$ cat config.mk
export PLATFORM = sky130hd
export DESIGN_NAME = circular_deque
export DESIGN_NICKNAME = d
export VERILOG_FILES = /design/src/cdq_pkg.sv /design/src/cdq_ram.sv /design/src/cdq_ctrl.sv /design/src/cdq_dp.sv /design/src/circular_deque.sv
export SDC_FILE = /design/constraint.sdc
export NUM_CORES = 2
export LEC_CHECK = 0
export ABC_AREA = 1
export BUFFER_PORTS_ARGS = -buffer_cell sky130_fd_sc_hd__buf_2
export CELL_PAD_IN_SITES_DETAIL_PLACEMENT = 1
export CELL_PAD_IN_SITES_GLOBAL_PLACEMENT = 1
export CORE_MARGIN = 8
export CORE_UTILIZATION = 48
export CTS_CLUSTER_SIZE = 40
export DETAILED_ROUTE_END_ITERATION = 8
export PLACE_DENSITY_LB_ADDON = 0.1
export SYNTH_ARGS = -nofsm -noshare
export SYNTH_HDL_FRONTEND = slang
export SYNTH_HIERARCHICAL = 1
export SYNTH_SLANG_ARGS = --single-unit
$ cat constraint.sdc
create_clock -name clk -period 10.3 [get_ports clk]
set_input_delay 0 -clock clk [delete_from_list [all_inputs] [get_ports clk]]
set_output_delay 0 -clock clk [all_outputs]
set_load 0.005 [all_outputs]
$ cat src/cdq_pkg.sv
package cdq_pkg;

  localparam int DEPTH      = 64;
  localparam int DATA_WIDTH = 32;
  localparam int PTR_W      = $clog2(DEPTH);
  localparam int CNT_W      = $clog2(DEPTH + 1);
  localparam int CAP_W      = 7;
  localparam int FIELD_W    = 32;

  typedef logic [PTR_W-1:0]      ptr_t;
  typedef logic [CNT_W-1:0]      cnt_t;
  typedef logic [CAP_W-1:0]      cap_t;
  typedef logic [DATA_WIDTH-1:0] word_t;
  typedef logic [FIELD_W-1:0]    field_t;

  localparam cap_t CAP_RESET    = 7'd64;
  localparam logic REG_CAPACITY = 1'b0;

  typedef enum logic [2:0] {
    KIND_PUSH_FRONT = 3'd0,
    KIND_PUSH_BACK  = 3'd1,
    KIND_POP_FRONT  = 3'd2,
    KIND_POP_BACK   = 3'd3,
    KIND_LIST       = 3'd4
  } kind_t;

  typedef enum logic [1:0] {
    STS_OK    = 2'd0,
    STS_FULL  = 2'd1,
    STS_EMPTY = 2'd2
  } status_t;

  typedef enum logic [1:0] {
    ST_IDLE,
    ST_EXEC,
    ST_READ
  } state_t;

  typedef enum logic [3:0] {
    OP_NONE,
    OP_PUSH_FRONT,
    OP_PUSH_BACK,
    OP_REFUSE_FULL,
    OP_REFUSE_EMPTY,
    OP_POP_FRONT,
    OP_POP_BACK,
    OP_LIST_START,
    OP_DELIVER
  } op_t;

  typedef struct packed {
    logic capture;
    op_t  op;
  } cmd_t;

  typedef struct packed {
    logic [2:0] kind;
    logic       empty;
    logic       full;
    logic       rem_one;
    logic       out_free;
  } sts_t;

  // A capacity of zero behaves as one, and anything above the store depth as the depth.
  function automatic cnt_t eff_cap(cap_t cap);
    if (cap == '0) begin
      return cnt_t'(1);
    end
    if (int'(cap) > DEPTH) begin
      return cnt_t'(DEPTH);
    end
    return cnt_t'(cap);
  endfunction

  function automatic ptr_t step_up(ptr_t p, cnt_t c);
    cnt_t nxt;
    nxt = cnt_t'(p) + cnt_t'(1);
    return (nxt >= c) ? '0 : ptr_t'(nxt);
  endfunction

  function automatic ptr_t step_down(ptr_t p, cnt_t c);
    if (p == '0 || cnt_t'(p) >= c) begin
      return ptr_t'(c - cnt_t'(1));
    end
    return p - ptr_t'(1);
  endfunction

endpackage

$ cat src/cdq_ram.sv
module cdq_ram #(
  parameter int WIDTH = 32,
  parameter int DEPTH = 64
) (
  input  logic                     clk,
  input  logic                     we,
  input  logic [$clog2(DEPTH)-1:0] waddr,
  input  logic [WIDTH-1:0]         wdata,
  input  logic                     re,
  input  logic [$clog2(DEPTH)-1:0] raddr,
  output logic [WIDTH-1:0]         rdata
);

  logic [WIDTH-1:0] mem [DEPTH];

  always_ff @(posedge clk) begin
    if (we) begin
      mem[waddr] <= wdata;
    end
    if (re) begin
      rdata <= mem[raddr];
    end
  end

endmodule

$ cat src/cdq_ctrl.sv
module cdq_ctrl (
  input  logic           clk,
  input  logic           rst,
  input  logic           req_valid,
  input  cdq_pkg::sts_t  sts,
  output logic           req_stall,
  output cdq_pkg::cmd_t  cmd
);

  cdq_pkg::state_t state;
  cdq_pkg::state_t state_next;

  always_ff @(posedge clk) begin
    if (rst) begin
      state <= cdq_pkg::ST_IDLE;
    end else begin
      state <= state_next;
    end
  end

  always_comb begin
    state_next = state;
    unique case (state)
      cdq_pkg::ST_IDLE: begin
        if (req_valid) begin
          state_next = cdq_pkg::ST_EXEC;
        end
      end
      cdq_pkg::ST_EXEC: begin
        unique case (sts.kind)
          cdq_pkg::KIND_PUSH_FRONT, cdq_pkg::KIND_PUSH_BACK: begin
            if (sts.out_free) begin
              state_next = cdq_pkg::ST_IDLE;
            end
          end
          cdq_pkg::KIND_POP_FRONT, cdq_pkg::KIND_POP_BACK, cdq_pkg::KIND_LIST: begin
            if (sts.out_free) begin
              state_next = sts.empty ? cdq_pkg::ST_IDLE : cdq_pkg::ST_READ;
            end
          end
          default: begin
            state_next = cdq_pkg::ST_IDLE;
          end
        endcase
      end
      cdq_pkg::ST_READ: begin
        if (sts.out_free && sts.rem_one) begin
          state_next = cdq_pkg::ST_IDLE;
        end
      end
      default: begin
        state_next = cdq_pkg::ST_IDLE;
      end
    endcase
  end

  always_comb begin
    req_stall   = 1'b1;
    cmd.capture = 1'b0;
    cmd.op      = cdq_pkg::OP_NONE;
    unique case (state)
      cdq_pkg::ST_IDLE: begin
        req_stall   = 1'b0;
        cmd.capture = req_valid;
      end
      cdq_pkg::ST_EXEC: begin
        if (sts.out_free) begin
          unique case (sts.kind)
            cdq_pkg::KIND_PUSH_FRONT: begin
              cmd.op = sts.full ? cdq_pkg::OP_REFUSE_FULL : cdq_pkg::OP_PUSH_FRONT;
            end
            cdq_pkg::KIND_PUSH_BACK: begin
              cmd.op = sts.full ? cdq_pkg::OP_REFUSE_FULL : cdq_pkg::OP_PUSH_BACK;
            end
            cdq_pkg::KIND_POP_FRONT: begin
              cmd.op = sts.empty ? cdq_pkg::OP_REFUSE_EMPTY : cdq_pkg::OP_POP_FRONT;
            end
            cdq_pkg::KIND_POP_BACK: begin
              cmd.op = sts.empty ? cdq_pkg::OP_REFUSE_EMPTY : cdq_pkg::OP_POP_BACK;
            end
            cdq_pkg::KIND_LIST: begin
              cmd.op = sts.empty ? cdq_pkg::OP_REFUSE_EMPTY : cdq_pkg::OP_LIST_START;
            end
            default: begin
              cmd.op = cdq_pkg::OP_NONE;
            end
          endcase
        end
      end
      cdq_pkg::ST_READ: begin
        if (sts.out_free) begin
          cmd.op = cdq_pkg::OP_DELIVER;
        end
      end
      default: begin
        cmd.op = cdq_pkg::OP_NONE;
      end
    endcase
  end

endmodule

$ cat src/cdq_dp.sv
module cdq_dp (
  input  logic                clk,
  input  logic                rst,
  input  logic                psel,
  input  logic                penable,
  input  logic                pwrite,
  input  logic [2:0]          paddr,
  input  logic [31:0]         pwdata,
  output logic [31:0]         prdata,
  input  logic [2:0]          kind,
  input  logic signed [31:0]  value,
  input  logic                rsp_stall,
  input  cdq_pkg::cmd_t       cmd,
  output cdq_pkg::sts_t       sts,
  output logic                rsp_valid,
  output logic [1:0]          status,
  output logic signed [31:0]  data,
  output logic                last
);

  cdq_pkg::cap_t  capacity;
  cdq_pkg::ptr_t  front_ptr;
  cdq_pkg::ptr_t  front_next;
  cdq_pkg::ptr_t  rear_ptr;
  cdq_pkg::ptr_t  rear_next;
  cdq_pkg::cnt_t  occupancy;
  cdq_pkg::cnt_t  occupancy_next;
  cdq_pkg::ptr_t  walk_ptr;
  cdq_pkg::ptr_t  walk_next;
  cdq_pkg::cnt_t  remaining;
  cdq_pkg::cnt_t  remaining_next;
  logic [2:0]     kind_q;
  logic [31:0]    value_q;
  cdq_pkg::cnt_t  eff;
  logic           cfg_write;
  logic           rem_one;

  logic            we;
  cdq_pkg::ptr_t   waddr;
  logic            re;
  cdq_pkg::ptr_t   raddr;
  cdq_pkg::word_t  rdata;

  logic              load;
  cdq_pkg::status_t  load_status;
  cdq_pkg::field_t   load_data;
  logic              load_last;

  assign cfg_write = psel && penable && pwrite && (paddr[2] == cdq_pkg::REG_CAPACITY);
  assign prdata    = (paddr[2] == cdq_pkg::REG_CAPACITY) ? cdq_pkg::field_t'(capacity) : '0;
  assign eff       = cdq_pkg::eff_cap(capacity);
  assign rem_one   = (remaining == cdq_pkg::cnt_t'(1));

  assign sts.kind     = kind_q;
  assign sts.empty    = (occupancy == '0);
  assign sts.full     = (occupancy >= eff);
  assign sts.rem_one  = rem_one;
  assign sts.out_free = !rsp_valid || !rsp_stall;

  always_comb begin
    we             = 1'b0;
    waddr          = front_ptr;
    re             = 1'b0;
    raddr          = front_ptr;
    front_next     = front_ptr;
    rear_next      = rear_ptr;
    occupancy_next = occupancy;
    walk_next      = walk_ptr;
    remaining_next = remaining;
    load           = 1'b0;
    load_status    = cdq_pkg::STS_OK;
    load_data      = '0;
    load_last      = 1'b1;
    unique case (cmd.op)
      cdq_pkg::OP_PUSH_FRONT, cdq_pkg::OP_PUSH_BACK: begin
        we             = 1'b1;
        load           = 1'b1;
        occupancy_next = occupancy + cdq_pkg::cnt_t'(1);
        if (occupancy == '0) begin
          // An empty deque restarts both pointers at the first slot.
          front_next = '0;
          rear_next  = '0;
          waddr      = '0;
        end else if (cmd.op == cdq_pkg::OP_PUSH_FRONT) begin
          front_next = cdq_pkg::step_down(front_ptr, eff);
          waddr      = front_next;
        end else begin
          rear_next = cdq_pkg::step_up(rear_ptr, eff);
          waddr     = rear_next;
        end
      end
      cdq_pkg::OP_REFUSE_FULL: begin
        load        = 1'b1;
        load_status = cdq_pkg::STS_FULL;
      end
      cdq_pkg::OP_REFUSE_EMPTY: begin
        load        = 1'b1;
        load_status = cdq_pkg::STS_EMPTY;
      end
      cdq_pkg::OP_POP_FRONT: begin
        re             = 1'b1;
        raddr          = front_ptr;
        front_next     = cdq_pkg::step_up(front_ptr, eff);
        occupancy_next = occupancy - cdq_pkg::cnt_t'(1);
        remaining_next = cdq_pkg::cnt_t'(1);
      end
      cdq_pkg::OP_POP_BACK: begin
        re             = 1'b1;
        raddr          = rear_ptr;
        rear_next      = cdq_pkg::step_down(rear_ptr, eff);
        occupancy_next = occupancy - cdq_pkg::cnt_t'(1);
        remaining_next = cdq_pkg::cnt_t'(1);
      end
      cdq_pkg::OP_LIST_START: begin
        re             = 1'b1;
        raddr          = front_ptr;
        walk_next      = cdq_pkg::step_up(front_ptr, eff);
        remaining_next = occupancy;
      end
      cdq_pkg::OP_DELIVER: begin
        load      = 1'b1;
        load_data = cdq_pkg::field_t'(rdata);
        load_last = rem_one;
        if (!rem_one) begin
          re             = 1'b1;
          raddr          = walk_ptr;
          walk_next      = cdq_pkg::step_up(walk_ptr, eff);
          remaining_next = remaining - cdq_pkg::cnt_t'(1);
        end
      end
      default: begin
        load = 1'b0;
      end
    endcase
  end

  always_ff @(posedge clk) begin
    if (rst) begin
      capacity  <= cdq_pkg::CAP_RESET;
      front_ptr <= '0;
      rear_ptr  <= '0;
      occupancy <= '0;
      rsp_valid <= 1'b0;
    end else begin
      if (cfg_write) begin
        capacity  <= cdq_pkg::cap_t'(pwdata[cdq_pkg::CAP_W-1:0]);
        front_ptr <= '0;
        rear_ptr  <= '0;
        occupancy <= '0;
      end else begin
        front_ptr <= front_next;
        rear_ptr  <= rear_next;
        occupancy <= occupancy_next;
      end
      if (load) begin
        rsp_valid <= 1'b1;
      end else if (!rsp_stall) begin
        rsp_valid <= 1'b0;
      end
    end
  end

  always_ff @(posedge clk) begin
    if (cmd.capture) begin
      kind_q  <= kind;
      value_q <= value;
    end
    walk_ptr  <= walk_next;
    remaining <= remaining_next;
    if (load) begin
      status <= load_status;
      data   <= load_data;
      last   <= load_last;
    end
  end

  cdq_ram #(
    .WIDTH(cdq_pkg::DATA_WIDTH),
    .DEPTH(cdq_pkg::DEPTH)
  ) u_ram (
    .clk  (clk),
    .we   (we),
    .waddr(waddr),
    .wdata(cdq_pkg::word_t'(value_q)),
    .re   (re),
    .raddr(raddr),
    .rdata(rdata)
  );

endmodule

$ cat src/circular_deque.sv
// Double-ended queue held in a circular store of 64 words, limited to a
// programmable capacity. Requests arrive on the req channel (kind, value)
// and results leave on the rsp channel (status, data, last); both use
// valid and stall, and a beat moves when valid is high and stall is low.
// A push or a refused request gives one result beat, which the execute
// state loads into the result register. A pop reads the store in the
// execute state and delivers the word from the read state, since the
// store has a registered read port. A listing reads its first entry in
// the execute state and then gives one entry per cycle from front to rear
// while the receiver does not stall, marking the final one with last; an
// empty deque gives one beat with the empty status. The store has a single
// read port. Unused kinds are dropped without a result.
// Reset clears the pointers and the count and sets the capacity to 64; the
// store itself is not cleared, as only written words are ever read.
// When the receiver stalls, the result register holds its beat and the
// block waits; one further request is still taken and kept until the
// result register frees. Writing the capacity register empties the deque.
module circular_deque (
  input  logic               clk,
  input  logic               rst,
  input  logic               psel,
  input  logic               penable,
  input  logic               pwrite,
  input  logic [2:0]         paddr,
  input  logic [31:0]        pwdata,
  output logic [31:0]        prdata,
  output logic               pready,
  input  logic               req_valid,
  output logic               req_stall,
  input  logic [2:0]         kind,
  input  logic signed [31:0] value,
  output logic               rsp_valid,
  input  logic               rsp_stall,
  output logic [1:0]         status,
  output logic signed [31:0] data,
  output logic               last
);

  cdq_pkg::cmd_t cmd;
  cdq_pkg::sts_t sts;

  // Register accesses complete in their access cycle.
  assign pready = 1'b1;

  cdq_ctrl u_ctrl (
    .clk      (clk),
    .rst      (rst),
    .req_valid(req_valid),
    .sts      (sts),
    .req_stall(req_stall),
    .cmd      (cmd)
  );

  cdq_dp u_dp (
    .clk      (clk),
    .rst      (rst),
    .psel     (psel),
    .penable  (penable),
    .pwrite   (pwrite),
    .paddr    (paddr),
    .pwdata   (pwdata),
    .prdata   (prdata),
    .kind     (kind),
    .value    (value),
    .rsp_stall(rsp_stall),
    .cmd      (cmd),
    .sts      (sts),
    .rsp_valid(rsp_valid),
    .status   (status),
    .data     (data),
    .last     (last)
  );

endmodule

-- Word level (Yosys, flattened, before mapping)
Memories as Yosys holds them, arrays and structs flattened. A register that Yosys moved wholly into a read port is not among the register bits.
Cells that the tools add are included.
- memory bits (writable): 2048
- output and inout port bits: 70
- bits in read-only memories: 0
- logic and storage cells: 150
- bits of input ports: 77
- latch bits: 0
- bits in registers: 112
- memories: 1
- equal/unequal tests: 23
- reduce and logical (&&, ||, !) cells: 32
- bitwise operators: 1
- divide/modulo/power cells: 0
- magnitude comparators: 7
- shifts and indexed selects: 0
- multiply operators: 0
- add/sub/neg operators: 9
- muxes and demuxes: 64
- memory list (memory ; words ; width ; read ports ; clocked after Yosys merged registers in ; write ports ; line ; text):
    u_dp.u_ram.mem ; 64 ; 32 ; 1 ; 1 ; 1 ; cdq_ram.sv:14 ; logic [WIDTH-1:0] mem [DEPTH];
- operator list (kind ; count):
    $mux W6 ; 16
    $pmux W6 S2 ; 4
    $mux W7 ; 6
    $ge A7 B7 Y1 ; 4
    $add A6 B1 Y7 const B ; 3
    $pmux W7 S3 ; 1
    $mux W1 ; 20
    $pmux W4 S5 ; 1
    $sub A6 B1 Y6 const B ; 3
    $eq A4 B3 Y1 const B ; 4
    $mux W2 ; 8
    $ge A6 B7 Y1 ; 2
    $logic_not A7 Y1 ; 2
    $pmux W7 S2 ; 1
    $sub A7 B1 Y7 const B ; 2
    $logic_not A6 Y1 ; 2
    $ne A3 B2 Y1 const B ; 3
    $eq A4 B2 Y1 const B ; 2
    $mux W4 ; 2
    $pmux W2 S2 ; 2
    $pmux W4 S2 ; 1
    $reduce_and A2 Y1 ; 4
    $reduce_bool A2 Y1 ; 4
    $reduce_or A2 Y1 ; 4
    25 further kinds ; 35

-- Longest topological paths before layout
- word-level depth: 18
- depth in mapped cells: 34
- mapped depth without buffers: 28

-- By module
The synthesis kept the hierarchy.
- by module, submodules not included (module ; sequential area each (µm²) ; instances ; area an instance (µm²) ; cells each):
    cdq_ram ; 62459.9 ; 1 ; 83058.4 ; 6769
    cdq_dp ; 3032.9 ; 1 ; 7038.0 ; 831
    cdq_ctrl ; 40.0 ; 1 ; 296.5 ; 52
    circular_deque ; 0.0 ; 1 ; 11.3 ; 2

-- Least setup slack after synthesis
No wires, ideal clock.
- kind: flip-flop to flip-flop
- from: reg u_dp.capacity[2]
- to: mem u_dp.u_ram.mem[50][0] (enable)
- required time: 9.798 ns
- data arrival time: 6.385 ns
- setup time: 0.502 ns
- period minus slack after synthesis: 6.888 ns
- path buffers: 2
- cell stages (with the launch flop): 24
- setup slack: 3.412 ns
- cell sequence: dfxtp_1 > buf_2 > nor2_2 > nand3_1 > nand2_2 > nand2_1 > ha_1 > nand2_1 > o21ai_0 > nand4_1 > o2111ai_1 > o21ai_0 > a21oi_1 > nor2_1 > inv_2 > nand3_4 > nor2_8 > inv_2 > a21oi_1 > nand2_1 > o21ai_1 > clkbuf_1 > inv_1 > nor4_1
- RTL lines (element ; line ; text):
    start, declared ; cdq_dp.sv:21 ; cdq_pkg::cap_t capacity;
    start signal, assigned ; cdq_dp.sv:139 ; capacity <= cdq_pkg::CAP_RESET;
    start signal, assigned ; cdq_dp.sv:146 ; capacity <= cdq_pkg::cap_t'(pwdata[cdq_pkg::CAP_W-1:0]);
    end, declared ; cdq_ram.sv:14 ;

==> flow_summary.yaml <==
outcome:
  status: "finished, final reports clean"
placed_design:
  hpwl_um: 153000
  gp_congestion: 0.821
  port_buffers: 93
detailed_routing:
  m1WireLength_um: 119000
  topRoutingLayerUsed: "met4"
  met2_length_um: 139000
  dr.pass1.iters: 5
  via_per_inst: 5.89
  met3_length_um: 17300
  drcViolationCount: 0
  ant_nets: 0
  wirelength_um: 285000
  wire_per_inst_um: 27.2
  drtIter0Drc: 5850
  vias: 61700
final_layout:
  final_nets: 7924
  drive_above_1_share_pct: 8.77
  fillers: 19100
  syn2layout_area_growth_pct: 12.8
synthesis:
  synthCells: 7654
  synth-async-reset-ratio_pct: 0
  synth_top_cell_area_share_pct: 71.8
  yosys-top-cells-area: "edfxtp_1 (72%), nand3_1 (11%), nand2_1 (10%), buf_2 (1.6%), ha_1 (0.80%)"
  synth.cell_area_um2: 90400
  synth_edf_count: 2163
  yosysWarningCount: 6
  synth.distinct_cells: 55
  ys_ff_latch: 2192
  synth_top_area_cell: "edfxtp_1"
  synth_area_per_cell_um2: 11.8
  ys_dominant_reg_cell: "edfxtp_1"
  seq_area_frac_synth_pct: 72.5
power:
  seqPwrFrac_pct: 46.4
  p_int_mw: 15.7
  p_sw_mw: 6.68
  cellPowerDensity_nw_per_um2: 220
  power.share.clock_pct: 35.0
  swShare_pct: 29.8
  p_leak_nw: 36.2
  pwr-share-comb_pct: 18.6
  peakVddDrop_mv: 0.261
die:
  initial_core_util_pct: 48.2
  die_area_um2: 202000
  fp.dieH_um: 450
  core_area_um2: 187000
  die_x_um: 450
  rows: 159
  ios: 147
setup_path:
  cp_max_fo: 18
  reg2reg_depth: 23
  endpoint: "u_dp/u_ram/mem[19][15]"
  crit_path_start: "u_dp/capacity[6]"
  reg2reg_to: "u_dp/u_ram/mem[19][15]"
  cp-end-kind: "flip-flop"
  crit_required_ns: 10.81
  arrival_ns: 7.96
  start_kind: "flip-flop"
  r2r_slack_ns: 2.84
  path_class: "flip-flop to flip-flop"
  r2r-start: "u_dp/capacity[6]"
grt:
  grt_start_max_net_pins: 165
  overflow: 0
  antenna_found_initial: 6
  grtUsageTotal_pct: 27.4
  grt_pass1_vias: 63400
  grt_pass1_wl_um: 418000
sta:
  hold_ws_ns: 0.140
  finClkSkew_ns: 0.0414
  rsz0062_at_grt: "false"
  period_share_pct: 72.4
  fmax_mhz: 134
  slew_headroom_pct: 24.2
  final-setup-viol-count: 0
  hold_viol_final: 0
  final_max_slew_viol_count: 0
  setup_tns_ns: 0
  period_minus_slack_ns: 7.46
  tightestPinTransition_ns: 1.13
clock_tree:
  clock_sinks: 2192
  htreeDepth: 4
  cts_tree: "built"
  cts_resized: 0
  clock_latency_ns: 0.88
  clockBufferDepth: 3
  cts_buffers: 224
  cts.reportedPaths.clkPinSlew_ns: 0.06
  cts_root_buf: "clkbuf_16"
run:
  maxCapViolCount: 0
min_path:
  min_path_type: "primary input to flip-flop"
[power groups by stage]
stage | clock [mW] | sequential (mW) | combinational [mW]
global route | 8.28 | 10.4 | 4.49
CTS | 7.98 | 10.4 | 4.14
detailed placement | 0 | 10.6 | 4.09
finish | 7.85 | 10.4 | 4.17
global placement | 0 | 10.6 | 3.98
floorplan | 0 | 10.8 | 2.22
[critical path, cell delays in order, from the launching register on]
cell	delay, ns
dfxtp_1	0.59
inv_2	0.22
nand2_1	0.11
o21ai_1	0.07
nand2_1	0.12
inv_1	0.29
ha_1	0.39
nand2_1	0.04
nor2_1	0.11
nand4_1	0.10
o2111ai_1	0.14
o21ai_0	0.12
a21oi_1	0.36
nor2_1	0.21
inv_2	0.13
nand3_4	0.18
nor2_8	0.34
inv_2	0.15
a21oi_1	0.17
nand2_1	0.07
o21ai_1	0.56
nand4_1	0.99
nor2_4	1.09
buf_4	0.47
[stage by stage]
stage / cells / util, % / worst slack [ns] / cell area (µm²) / total power, mW
after global routing: 10500 / 54.4 / 2.46 / 102000 / 23.2
after global placement: 9951 / 50.1 / 3.06 / 93900 / 14.6
after detailed placement: 9951 / 50.1 / 2.98 / 93900 / 14.7
final: 10500 / 54.4 / 2.84 / 102000 / 22.4
after floorplan: 7678 / - / 3.41 / 90500 / 13.0
after CTS: 10500 / 54.4 / 2.92 / 102000 / 22.5
[what timing repair did]
item / CTS / global route
hold buffers: 106 / 0
buffers inserted: 0 / 0
endpoints found under the setup margin: 0 / 0
endpoints found under the hold margin: 84 / 0
[how the worst min path moves through the flow]
stage,startpoint,endpoint,depth (start not counted)
2_1_floorplan,kind[0],u_dp/kind_q[0],0
3_3_place_gp,value[13],u_dp/value_q[13],1
3_5_place_dp,kind[2],u_dp/kind_q[2],1
4_1_cts,rst,u_ctrl/state[1],5
5_1_grt,pwrite,u_dp/capacity[6],4
6_report,pwrite,u_dp/capacity[6],4
[layout make-up]
class                           instances  area (µm²)  share of cell area, %
Clock buffer                          277        5800                   5.69
Multi-Input combinational cell       4837       22400                   22.0
Timing Repair Buffer                  382        3330                   3.26
Tap cell                             2495        3120                   3.06
Clock inverter                        131        1200                   1.18
Sequential cell                      2192       65500                   64.3
Inverter                              151         604                  0.593
Antenna cell                            3        7.51                0.00736
[synthesized netlist by cell type (all sizes together), types with 7 or more instances]
library cell and number:
nor2 186, nor4 8, a21oi 47, nor3 7
edfxtp 2163, nand3 1953, o21ai 46, ha 58
dfxtp 29, nand4 24, nand2 2413, inv 149
clkbuf 78, buf 420, xor2 19
[kinds of logic (layout without fill, tap and decap cells)]
family          Yosys count  after routing  share of synthesized area, %
compound gates          128            128                         0.854
xor+xnor                 21             21                         0.203
fa+ha+maj                59             59                         0.825
buf+inv                 649            941                          3.50
flops                  2192           2192                          72.5
other cells               2             29                       0.00831
simple gates           4603           4603                          22.1
[cells in the final DEF, fill, tap and decap left out, types with 17 or more instances in the layout]
master / count
edfxtp_1: 2163
buf_4: 149
o21ai_0: 22
nand3_1: 1950
clkinv_1: 62
nor2_1: 118
nand4_1: 21
buf_12: 34
conb_1: 26
inv_1: 127
ha_1: 58
bufinv_16: 17
a21oi_1: 46
xor2_1: 19
dlygate4sd3_1: 106
o21ai_1: 20
nor2_4: 59
dfxtp_1: 29
clkinv_2: 34
clkbuf_1: 53
nand2_1: 2403
buf_2: 93
clkbuf_16: 224
[flip-flops by register name, summed over array words and instances, names as in the netlist]
register,flops
u_dp/u_ram/mem,2048
u_dp/data,32
u_dp/u_ram/rdata,32
u_dp/value_q,32
u_dp/capacity,7
u_dp/occupancy,7
u_dp/remaining,7
u_dp/front_ptr,6
u_dp/rear_ptr,6
u_dp/walk_ptr,6
u_dp/kind_q,3
u_ctrl/state,2
u_dp/status,2
u_dp/last,1
u_dp/rsp_valid,1
[per-layer routing]
| layer | global-route usage [%] | vias to the layer above |
|---|---|---|
| met5 | 0 | - |
| met4 | 9.36 | 0 |
| met3 | 3.44 | 477 |
| met2 | 46.1 | 2007 |
| met1 | 37.1 | 31900 |
| li1 | - | 27300 |
(Power assumes the default switching activity.)
